`src/design/pups_pkg.sv`:
```
// ----------------------------------------------------------------------------
// Supervisor package
// Shared types, codes and reset constants of the power-up supervisor.
// ----------------------------------------------------------------------------
package pups_pkg;

  localparam int NUM_ERROR_COUNTERS_DEF = 2;
  localparam int COUNTER_W              = 16;
  localparam int CFG_DATA_W             = 16;
  localparam int CFG_INDEX_W            = 2;
  localparam int TIME_W                 = 32;
  localparam int LIGHT_W                = 12;
  localparam int S_TDATA_W              = 48;
  localparam int S_TUSER_W              = 3;
  localparam int M_TDATA_W              = 24;

  localparam logic [CFG_DATA_W-1:0] POWER_OFF_MS_RST = 16'd2000;
  localparam logic [CFG_DATA_W-1:0] LIMIT_TIME_RST   = 16'd4;
  localparam logic [CFG_DATA_W-1:0] LIMIT_OTHER_RST  = 16'd1;
  localparam logic [COUNTER_W-1:0]  COUNTER_MAX      = 16'hFFFF;

  typedef enum logic [CFG_INDEX_W-1:0] {
    REG_POWER_OFF_MS = 2'd0,
    REG_LIMIT_TIME   = 2'd1,
    REG_LIMIT_OTHER  = 2'd2
  } reg_index_t;

  typedef enum logic [1:0] {
    CMD_RUN   = 2'd0,
    CMD_INC   = 2'd1,
    CMD_CLEAR = 2'd2
  } cmd_t;

  typedef enum logic [1:0] {
    FAULT_NONE    = 2'd0,
    FAULT_COUNTER = 2'd1,
    FAULT_TASK    = 2'd2
  } fault_t;

  typedef enum logic [2:0] {
    PH_START    = 3'd0,
    PH_WAIT     = 3'd1,
    PH_CNT      = 3'd2,
    PH_TASK     = 3'd3,
    PH_ANNOUNCE = 3'd4,
    PH_HALT     = 3'd5
  } phase_t;

  typedef struct packed {
    logic [CFG_DATA_W-1:0] power_off_ms;
    logic [CFG_DATA_W-1:0] limit_time_errors;
    logic [CFG_DATA_W-1:0] limit_other_errors;
  } cfg_t;

  typedef struct packed {
    logic [1:0]         command;
    logic               counter_index;
    logic [TIME_W-1:0]  time_ms;
    logic               task_overflow;
    logic [LIGHT_W-1:0] light_sample;
    logic               motion_sample;
  } item_t;

  // packed so that power_off_pin lands in bit 0
  typedef struct packed {
    logic [2:0]         phase;
    logic               motion_value;
    logic [LIGHT_W-1:0] light_value;
    logic               fault_counter;
    logic [1:0]         fault_source;
    logic               power_is_on;
    logic               watchdog_pin;
    logic               power_off_pin;
  } result_t;

endpackage

```
`src/design/pups_cfg_regs.sv`:
```
// ----------------------------------------------------------------------------
// Supervisor configuration registers
// Write-only register file: power-off time and the two counter limits.
// ----------------------------------------------------------------------------
module pups_cfg_regs (
  input  logic                             clk,
  input  logic                             rst,
  input  logic                             cfg_wr_en,
  input  logic [pups_pkg::CFG_INDEX_W-1:0] cfg_index,
  input  logic [pups_pkg::CFG_DATA_W-1:0]  cfg_data,
  output pups_pkg::cfg_t                   cfg
);

  always_ff @(posedge clk) begin
    if (rst) begin
      cfg.power_off_ms       <= pups_pkg::POWER_OFF_MS_RST;
      cfg.limit_time_errors  <= pups_pkg::LIMIT_TIME_RST;
      cfg.limit_other_errors <= pups_pkg::LIMIT_OTHER_RST;
    end else if (cfg_wr_en) begin
      case (pups_pkg::reg_index_t'(cfg_index))
        pups_pkg::REG_POWER_OFF_MS: cfg.power_off_ms       <= cfg_data;
        pups_pkg::REG_LIMIT_TIME:   cfg.limit_time_errors  <= cfg_data;
        pups_pkg::REG_LIMIT_OTHER:  cfg.limit_other_errors <= cfg_data;
        default: ;
      endcase
    end
  end

endmodule

```
`src/design/pups_engine.sv`:
```
// ----------------------------------------------------------------------------
// Supervisor engine
// Phase machine, error counters and captured samples; updates once per
// transaction and presents the result built from the updated state.
// ----------------------------------------------------------------------------
module pups_engine #(
  parameter int NUM_ERROR_COUNTERS = pups_pkg::NUM_ERROR_COUNTERS_DEF
) (
  input  logic              clk,
  input  logic              rst,
  input  logic              en,
  input  pups_pkg::item_t   item,
  input  pups_pkg::cfg_t    cfg,
  output pups_pkg::result_t res_next
);

  pups_pkg::phase_t phase_reg, phase_next;
  logic [pups_pkg::TIME_W-1:0]    deadline, deadline_next;
  logic [pups_pkg::COUNTER_W-1:0] counters [NUM_ERROR_COUNTERS];
  logic                           kick_level, kick_next;
  logic                           power_hold, hold_next;
  logic [pups_pkg::LIGHT_W-1:0]   light_store, light_next;
  logic                           motion_store, motion_next;
  logic [1:0]                     fault_code, fault_code_next;
  logic                           fault_index, fault_index_next;
  logic                           cnt_hit;
  logic                           hit_idx;
  logic                           run;

  assign run = (item.command == pups_pkg::CMD_RUN);

  // one counter per slot; an index beyond the counter count matches none
  for (genvar i = 0; i < NUM_ERROR_COUNTERS; i++) begin : g_cnt
    logic sel;
    assign sel = (int'(item.counter_index) == i);
    always_ff @(posedge clk) begin
      if (rst) begin
        counters[i] <= '0;
      end else if (en && sel) begin
        if (item.command == pups_pkg::CMD_INC && counters[i] != pups_pkg::COUNTER_MAX) begin
          counters[i] <= counters[i] + 1'b1;
        end else if (item.command == pups_pkg::CMD_CLEAR) begin
          counters[i] <= '0;
        end
      end
    end
  end

  always_comb begin
    logic [pups_pkg::COUNTER_W-1:0] lim;
    cnt_hit = 1'b0;
    hit_idx = 1'b0;
    lim     = '0;
    // lowest index wins
    for (int i = 0; i < NUM_ERROR_COUNTERS; i++) begin
      lim = (i == 0) ? cfg.limit_time_errors : cfg.limit_other_errors;
      if (!cnt_hit && counters[i] >= lim) begin
        cnt_hit = 1'b1;
        hit_idx = 1'(i);
      end
    end
  end

  always_comb begin
    phase_next       = phase_reg;
    deadline_next    = deadline;
    kick_next        = kick_level;
    hold_next        = power_hold;
    light_next       = light_store;
    motion_next      = motion_store;
    fault_code_next  = fault_code;
    fault_index_next = fault_index;
    if (run) begin
      case (phase_reg)
        pups_pkg::PH_START: begin
          hold_next     = 1'b1;
          deadline_next = item.time_ms +
                          {{(pups_pkg::TIME_W-pups_pkg::CFG_DATA_W){1'b0}}, cfg.power_off_ms};
          phase_next    = pups_pkg::PH_WAIT;
        end
        pups_pkg::PH_WAIT: begin
          if (item.time_ms > deadline) begin
            hold_next  = 1'b0;
            phase_next = pups_pkg::PH_CNT;
          end
        end
        pups_pkg::PH_CNT: begin
          light_next  = item.light_sample;
          motion_next = item.motion_sample;
          if (cnt_hit) begin
            fault_code_next  = pups_pkg::FAULT_COUNTER;
            fault_index_next = hit_idx;
            phase_next       = pups_pkg::PH_ANNOUNCE;
          end else begin
            kick_next  = ~kick_level;
            phase_next = pups_pkg::PH_TASK;
          end
        end
        pups_pkg::PH_TASK: begin
          if (item.task_overflow) begin
            fault_code_next = pups_pkg::FAULT_TASK;
            phase_next      = pups_pkg::PH_ANNOUNCE;
          end else begin
            kick_next  = ~kick_level;
            phase_next = pups_pkg::PH_CNT;
          end
        end
        pups_pkg::PH_ANNOUNCE: phase_next = pups_pkg::PH_HALT;
        pups_pkg::PH_HALT:     phase_next = pups_pkg::PH_HALT;
        default:               phase_next = pups_pkg::PH_START;
      endcase
    end
  end

  always_ff @(posedge clk) begin
    if (rst) begin
      phase_reg    <= pups_pkg::PH_START;
      deadline     <= '0;
      kick_level   <= 1'b0;
      power_hold   <= 1'b0;
      light_store  <= '0;
      motion_store <= 1'b0;
      fault_code   <= pups_pkg::FAULT_NONE;
      fault_index  <= 1'b0;
    end else if (en) begin
      phase_reg    <= phase_next;
      deadline     <= deadline_next;
      kick_level   <= kick_next;
      power_hold   <= hold_next;
      light_store  <= light_next;
      motion_store <= motion_next;
      fault_code   <= fault_code_next;
      fault_index  <= fault_index_next;
    end
  end

  always_comb begin
    res_next.power_off_pin = hold_next;
    res_next.watchdog_pin  = kick_next;
    res_next.power_is_on   = (phase_next != pups_pkg::PH_START);
    res_next.fault_source  = fault_code_next;
    res_next.fault_counter = (fault_code_next == pups_pkg::FAULT_COUNTER) ?
                             fault_index_next : 1'b0;
    res_next.light_value   = light_next;
    res_next.motion_value  = motion_next;
    res_next.phase         = phase_next;
  end

endmodule

```
`src/design/power_up_supervisor_watchdog_core.sv`:
```
// ----------------------------------------------------------------------------
// Power-up supervisor and watchdog
// Top level: input register, configuration registers, supervisor engine, result register.
// ----------------------------------------------------------------------------
// Usage
//   s_* carries commands: run a supervisor step, bump or clear an error
//   counter. Every transaction gives exactly one result transaction on m_*,
//   showing power hold, watchdog level, phase, fault and captured samples
//   after that command.
//   cfg_* writes the power-off time and the two counter limits; write only
//   while no transaction is in flight.
//   m_tvalid rises once the s_* transaction has passed the input register
//   and its result has entered the result register. One transaction per
//   cycle is sustained while m_tready is high; the phase machine and
//   counter compares sit in one combinational stage between those two registers.
//   Reset empties both registers, returns the configuration to its defaults
//   and clears all supervisor state. While m_tready is low the result is
//   held, an empty input register still takes one more transaction, and
//   s_tready then stays low until the result leaves.
// ----------------------------------------------------------------------------
module power_up_supervisor_watchdog_core #(
  parameter int NUM_ERROR_COUNTERS = pups_pkg::NUM_ERROR_COUNTERS_DEF
) (
  input  logic                             clk,
  input  logic                             rst,
  input  logic                             s_tvalid,
  output logic                             s_tready,
  // time_ms[31:0], task_overflow[32], light_sample[44:33], motion_sample[45]
  input  logic [pups_pkg::S_TDATA_W-1:0]   s_tdata,
  // command[1:0], counter_index[2]
  input  logic [pups_pkg::S_TUSER_W-1:0]   s_tuser,
  output logic                             m_tvalid,
  input  logic                             m_tready,
  // power_off_pin[0], watchdog_pin[1], power_is_on[2], fault_source[4:3],
  // fault_counter[5], light_value[17:6], motion_value[18], phase[21:19]
  output logic [pups_pkg::M_TDATA_W-1:0]   m_tdata,
  input  logic                             cfg_wr_en,
  input  logic [pups_pkg::CFG_INDEX_W-1:0] cfg_index,
  input  logic [pups_pkg::CFG_DATA_W-1:0]  cfg_data
);

  pups_pkg::cfg_t    cfg;
  pups_pkg::item_t   in_item;
  pups_pkg::result_t res_next;
  pups_pkg::result_t res;
  logic              in_valid;
  logic              advance;

  assign advance  = in_valid && (!m_tvalid || m_tready);
  assign s_tready = !in_valid || advance;

  always_ff @(posedge clk) begin
    if (rst) begin
      in_valid <= 1'b0;
    end else if (s_tready) begin
      in_valid <= s_tvalid;
    end
  end

  always_ff @(posedge clk) begin
    if (s_tvalid && s_tready) begin
      in_item.command       <= s_tuser[1:0];
      in_item.counter_index <= s_tuser[2];
      in_item.time_ms       <= s_tdata[31:0];
      in_item.task_overflow <= s_tdata[32];
      in_item.light_sample  <= s_tdata[44:33];
      in_item.motion_sample <= s_tdata[45];
    end
  end

  pups_cfg_regs u_cfg (
    .clk       (clk),
    .rst       (rst),
    .cfg_wr_en (cfg_wr_en),
    .cfg_index (cfg_index),
    .cfg_data  (cfg_data),
    .cfg       (cfg)
  );

  pups_engine #(
    .NUM_ERROR_COUNTERS (NUM_ERROR_COUNTERS)
  ) u_engine (
    .clk      (clk),
    .rst      (rst),
    .en       (advance),
    .item     (in_item),
    .cfg      (cfg),
    .res_next (res_next)
  );

  always_ff @(posedge clk) begin
    if (rst) begin
      m_tvalid <= 1'b0;
    end else if (advance) begin
      m_tvalid <= 1'b1;
    end else if (m_tready) begin
      m_tvalid <= 1'b0;
    end
  end

  always_ff @(posedge clk) begin
    if (advance) begin
      res <= res_next;
    end
  end

  assign m_tdata = {{(pups_pkg::M_TDATA_W - $bits(pups_pkg::result_t)){1'b0}}, res};

endmodule

```
`config.mk`:
```
export PLATFORM = sky130hd
export DESIGN_NAME = power_up_supervisor_watchdog_core
export DESIGN_NICKNAME = d
export VERILOG_FILES = /design/src/design/pups_pkg.sv /design/src/design/pups_cfg_regs.sv /design/src/design/pups_engine.sv /design/src/design/power_up_supervisor_watchdog_core.sv
export SDC_FILE = /design/constraint.sdc
export NUM_CORES = 1
export LEC_CHECK = 0
export BUFFER_PORTS_ARGS = -buffer_cell sky130_fd_sc_hd__buf_2
export CAP_MARGIN = 20
export CORE_MARGIN = 2
export CORE_UTILIZATION = 32
export CTS_CLUSTER_DIAMETER = 30
export DETAILED_ROUTE_END_ITERATION = 8
export PLACE_DENSITY = 0.51
export SETUP_SLACK_MARGIN = 0.2
export SLEW_MARGIN = 15
export SYNTH_ARGS = -nofsm -noshare
export SYNTH_HDL_FRONTEND = slang
export SYNTH_SLANG_ARGS = --single-unit
```
`constraint.sdc`:
```
create_clock -name clk -period 3.4 [get_ports clk]
set_input_delay 0.85 -clock clk [delete_from_list [all_inputs] [get_ports clk]]
set_output_delay 0.85 -clock clk [all_outputs]
set_load 0.03 [all_outputs]
```
Word level (Yosys, flattened, before mapping)
Memories as Yosys holds them, arrays and structs flattened.
Cells that the tools add are included.
{"block": "word_totals", "register_bits": 174, "latch_bits": 0, "mem_bits_rw": 32, "mem_bits_ro": 0, "inputBits": 74, "out_inout_bits": 26, "elab_cells": 125, "n_memories": 1}
{"block": "classes", "n_addsub": 3, "mul": 0, "div": 0, "magnitude_cmp": 3, "n_eq_ne": 12, "shifts": 0, "muxes": 51, "bitwise": 6, "reduce_logical": 22}
{"memory": "u_engine.counters", "words": 2, "word_bits": 16, "rd": 2, "rd_ports_with_merged_regs": 0, "write_ports": 2, "line_no": "pups_engine.sv:19", "text": "logic [pups_pkg::COUNTER_W-1:0] counters [NUM_ERROR_COUNTERS];"}
{"cell": "2-to-1 mux 16 bit", "n": 4}
{"cell": "2-to-1 mux 1 bit", "n": 34}
{"cell": "adder 16 x 1 -> 16 bit (second input constant)", "n": 2}
{"cell": "adder 32 x 16 -> 32 bit", "n": 1}
{"cell": ">= comparator 16 bit", "n": 2}
{"cell": "> comparator 32 bit", "n": 1}
{"cell": "!= test 16 bit (second input constant)", "n": 2}
{"cell": "2-to-1 mux 12 bit", "n": 2}
{"cell": "one-hot mux 3 bit (5 select lines)", "n": 1}
{"cell": "2-to-1 mux 3 bit", "n": 4}
{"cell": "logical AND 1 bit", "n": 7}
{"cell": "equality test 2 x 1 -> 1 bit (second input constant)", "n": 3}
{"cell": "equality test 3 x 2 -> 1 bit (second input constant)", "n": 2}
{"cell": "equality test 3 bit (second input constant)", "n": 2}
{"cell": "2-to-1 mux 2 bit", "n": 3}
{"cell": "AND reduction 2 bit", "n": 3}
{"cell": "equality test 2 bit (second input constant)", "n": 2}
{"cell": "zero test 2 bit", "n": 2}
{"cell": "OR 1 bit", "n": 4}
{"cell": "one-hot mux 1 bit (2 select lines)", "n": 2}
{"cell": "one-hot mux 2 bit (2 select lines)", "n": 1}
{"cell": "equality test 3 x 1 -> 1 bit (second input constant)", "n": 1}
{"cell": "zero test 1 bit", "n": 3}
{"cell": "zero test 3 bit", "n": 1}
{"cell": "6 further kinds", "n": 8}

Depth between registers and ports, before layout
An unclocked memory read counts as a cell.
{"block": "depth", "word_depth": 10, "ltp_mapped": 11, "mapped_depth_nobuf": 10}

Modules after synthesis
A second synthesis with hierarchy kept.
{"block": "hier_totals", "hier_cells": 1078, "area_unflattened_um2": 10867.9}
{"mod": "pups_engine", "instances": 1, "cells_each": 808, "area_each_um2": 6647.6, "seq_area_each_um2": 2021.9}
{"mod": "power_up_supervisor_watchdog_core", "instances": 1, "cells_each": 84, "area_each_um2": 2254.7, "seq_area_each_um2": 2172.1}
{"mod": "pups_cfg_regs", "instances": 1, "cells_each": 186, "area_each_um2": 1965.6, "seq_area_each_um2": 960.9}

Worst setup path before layout
Ideal clock, no wire load.
{"block": "synth_path", "kind": "input to register", "startpoint": "input port m_tready", "endpoint": "memory u_engine.counters[1][0] (netlist bit) (enable)", "setup_ns": 0.375, "arrival_time_ns": 2.631, "required_ns": 3.025, "slack_ns": 0.394, "stages": 6, "n_path_buf": 1, "cell_sequence": "nor2b_1 nand2b_1 inv_1 clkbuf_1 nand3_1 nand3_1"}
{"item": "from (decl)", "line_no": "power_up_supervisor_watchdog_core.sv:33", "text": "input logic m_tready,"}
{"item": "to (decl)", "line_no": "pups_engine.sv:19"}

==> reports/metrics.yaml <==
timing:
  period_minus_slack_ns: 2.991
  max_freq_mhz: 334.3
  rsz0062_at_grt: "false"
  drv_slew: 0
  hold-worst-slack_ns: 0.4503
  final-setup-viol-count: 0
  fin_worst_skew_ns: 0.02855
  period_share: 0.8798
  final.setup.worst_slack_ns: 0.4085
  finalHoldViolations: 0
  setup_tns_ns: 0
  worst_pin_slew_ns: 0.6670
  slew_headroom: 0.5519
power:
  p_int_w: 0.006871
  power_switching_w: 0.001963
  p_per_area_nw_per_um2: 657.6
  p_seq_frac: 0.319
  swShare: 0.2222
  combPwrFrac: 0.068
  p_leak_nw: 5.224
  clkPwrFrac: 0.613
  peakVddDrop_mv: 0.4071
clock_tree:
  cts.htree.levels: 2
  cts.clk_slew.worst_paths_ns: 0.04
  cts_buffer_depth: 3
  cts_buffers: 53
  cts-root-buf: "clkbuf_16"
  clk_latency_ns: 0.56
  cts_tree: "yes"
  holdBufCountCts: 0
  clock-sinks: 206
grt:
  grt_pass1_vias: 8060
  antenna_found_initial: 0
  gr-total-overflow: 0
  grtUsageTotal: 0.1541
  grt_pass1_wl_um: 41400
  grt_max_degree: 57
worst_setup_path:
  crit_arrival_ns: 3.28
  end_kind: "register"
  ff2ff_path_depth: 8
  crit_required_ns: 3.69
  start_kind: "register"
  reg2reg_to: "m_tdata[2]$_DFFE_PP_"
  cp_max_fo: 3
  path_class: "register to register"
  reg2reg_slack_ns: 0.41
  r2r-start: "in_item[17]$_DFFE_PP_"
placement:
  dpl_worst_slack_ns: 0.3908
  place_inst: 1642
  dpl_cell_area_um2: 11440
  port_buffers: 95
  hpwl_um: 18160
  gp_congestion: 0.8174
synth:
  yosysSeqAreaShare: 0.4950
  async_flop_share: 0
  syn_avg_cell_area_um2: 9.233
  synth-main-ff-cell: "edfxtp_1"
  ys_types: 56
  synth_mux_area_frac: 0.001081
  synthSimpleGateAreaFrac: 0.1917
  ys_warn_count: 0
  ys_ff_latch: 206
  netlist_instances: 1128
  synth-adder-area-share: 0.1004
  synth_top_family_by_area: "simple AND/OR/NAND/NOR gates"
  synth.cell_area_um2: 10410
  synth-compound-area-share: 0.1287
  synth_edf_count: 103
  synth_xor_area_frac: 0.03700
detailed_routing:
  met2WireLength_um: 11640
  drtIter0Drc: 414
  met1_length_um: 12640
  postRouteAntennaNets: 0
  top_layer: "met4"
  routedWlPerCell_um: 14.87
  viasPerCell: 4.777
  wl_um: 25900
  drc: 0
  drtPass1Iterations: 4
  route.met3.wl_um: 1103
  routed-via-count: 8321
die:
  start_util: 0.3226
  rows: 66
  chipHeight_um: 184.4
  die_w_um: 184.4
  die-area_um2: 34010
  core_um2: 32290
  io-pin-count: 100
worst_hold_path:
  holdPathEnd: "u_engine.deadline[13]$_SDFFE_PP0P_"
  hold_depth: 2
  hold_start: "u_engine.deadline[13]$_SDFFE_PP0P_"
  hold_path_class: "register to register"
final_layout:
  syn2layout_area_growth_pct: 28.99
  regArea_um2: 5155
  top_register: "in_item"
  final_area_um2: 13430
  fillerInstances: 3222
  stdcell_count: 1742
  largest_reg_flops: 49
  reg_top3: "in_item x49, u_cfg.cfg x48"
  drive_gt1_frac: 0.1700
  diodes: 0
  final_common_cell: "nand2_1"
  multi_input_area_um2: 4800
  nets: 1412
  final_cell_mix: "nand2_1, edfxtp_1, dfxtp_1"
flow_run:
  drv_cap: 0
status:
  status: "finished, final reports clean"
## power by group through the flow
stage	Combinational, W	Sequential, W	Clock, W
6_report	0.000602	0.00281	0.00542
4_1_cts	0.000605	0.00282	0.00550
3_5_place_dp	0.000600	0.00286	0
2_1_floorplan	0.000389	0.00286	0
5_1_grt	0.000690	0.00283	0.00564
3_3_place_gp	0.000594	0.00286	0
## synthesized netlist by cell type (all sizes together), types with 4 or more instances
cell type | instances | area (um^2)
buf | 6 | 30.02
xor2 | 32 | 280.3
o21a | 8 | 60.06
nand2b | 9 | 56.30
and3 | 11 | 68.82
nand3 | 37 | 185.2
ha | 82 | 1026
nand4 | 17 | 112.6
or3 | 7 | 43.79
dfxtp | 103 | 2062
a31oi | 14 | 93.84
and2 | 5 | 31.28
o211ai | 4 | 30.03
nor2 | 100 | 375.4
a31o | 4 | 35.03
o21ai | 46 | 230.2
xnor2 | 12 | 105.1
inv | 81 | 304.0
edfxtp | 103 | 3093
or4 | 8 | 63.81
o31ai | 11 | 96.34
a21oi | 99 | 495.5
clkbuf | 38 | 142.6
a211oi | 14 | 105.1
nor2b | 8 | 50.05
and4 | 4 | 35.03
nor3 | 27 | 135.1
nand2 | 204 | 765.7
## per-layer routing
layer  GRT usage  up-vias
met1      0.2080     3889
met3     0.03023       47
met4     0.05056        0
met5           0        -
li1            -     4228
met2      0.2474      157
## stage by stage
step | power (W) | utilization
global placement | 0.003449 | 0.3544
CTS | 0.008925 | 0.4159
floorplan | 0.003245 | -
detailed placement | 0.003457 | 0.3544
finish | 0.008834 | 0.4161
global route | 0.009162 | 0.4161
## kinds of logic after synthesis
family                   Yosys count
AND/OR/NAND/NOR                  446
buffers and inverters            125
AO/OA/AOI/OAI                    222
multiplexers                       1
flip-flops                       206
XOR/XNOR                          44
adder cells (fa/ha/maj)           83
other                              1
## final cells by class
cell class / count / area share
timing repair buffer: 115 / 0.04750
clock buffer: 79 / 0.1244
clock inverter: 21 / 0.02328
sequential: 206 / 0.3837
multi-input combinational: 798 / 0.3573
inverter: 81 / 0.02263
tap: 442 / 0.04117
## critical path, stage by stage (launching register included)
cell and delay (ns):
edfxtp_1 0.43, ha_1 0.36, nand4_1 0.14, or4_1 0.61, o21ai_0 0.31, nor3_1 0.09
a211oi_1 0.29, a21oi_1 0.11, a2111o_1 0.40
## worst max-delay path by stage
stage                                                      from                               endpoint  slack (ns)  cells after the start
final                                     in_item[17]$_DFFE_PP_                   m_tdata[2]$_DFFE_PP_        0.41                      8
after global routing      u_engine.counters[1][0]$_SDFFCE_PP0P_                   m_tdata[2]$_DFFE_PP_        0.21                      9
after CTS                 u_engine.counters[0][5]$_SDFFCE_PP0P_                   m_tdata[2]$_DFFE_PP_        0.34                      8
after detailed placement  u_engine.counters[0][5]$_SDFFCE_PP0P_                   m_tdata[2]$_DFFE_PP_        0.39                      8
after global placement    u_engine.counters[0][5]$_SDFFCE_PP0P_                   m_tdata[2]$_DFFE_PP_        0.38                      8
after floorplan                                        m_tready  u_engine.counters[1][0]$_SDFFCE_PP0P_        0.39                      6
## what timing repair did
| action | CTS | global route |
|---|---|---|
| buffers inserted | 0 | 0 |
| endpoints found under the setup margin | 0 | 5 |
| gates resized for setup | 0 | 2 |
Power figures use the tool's default switching activity.
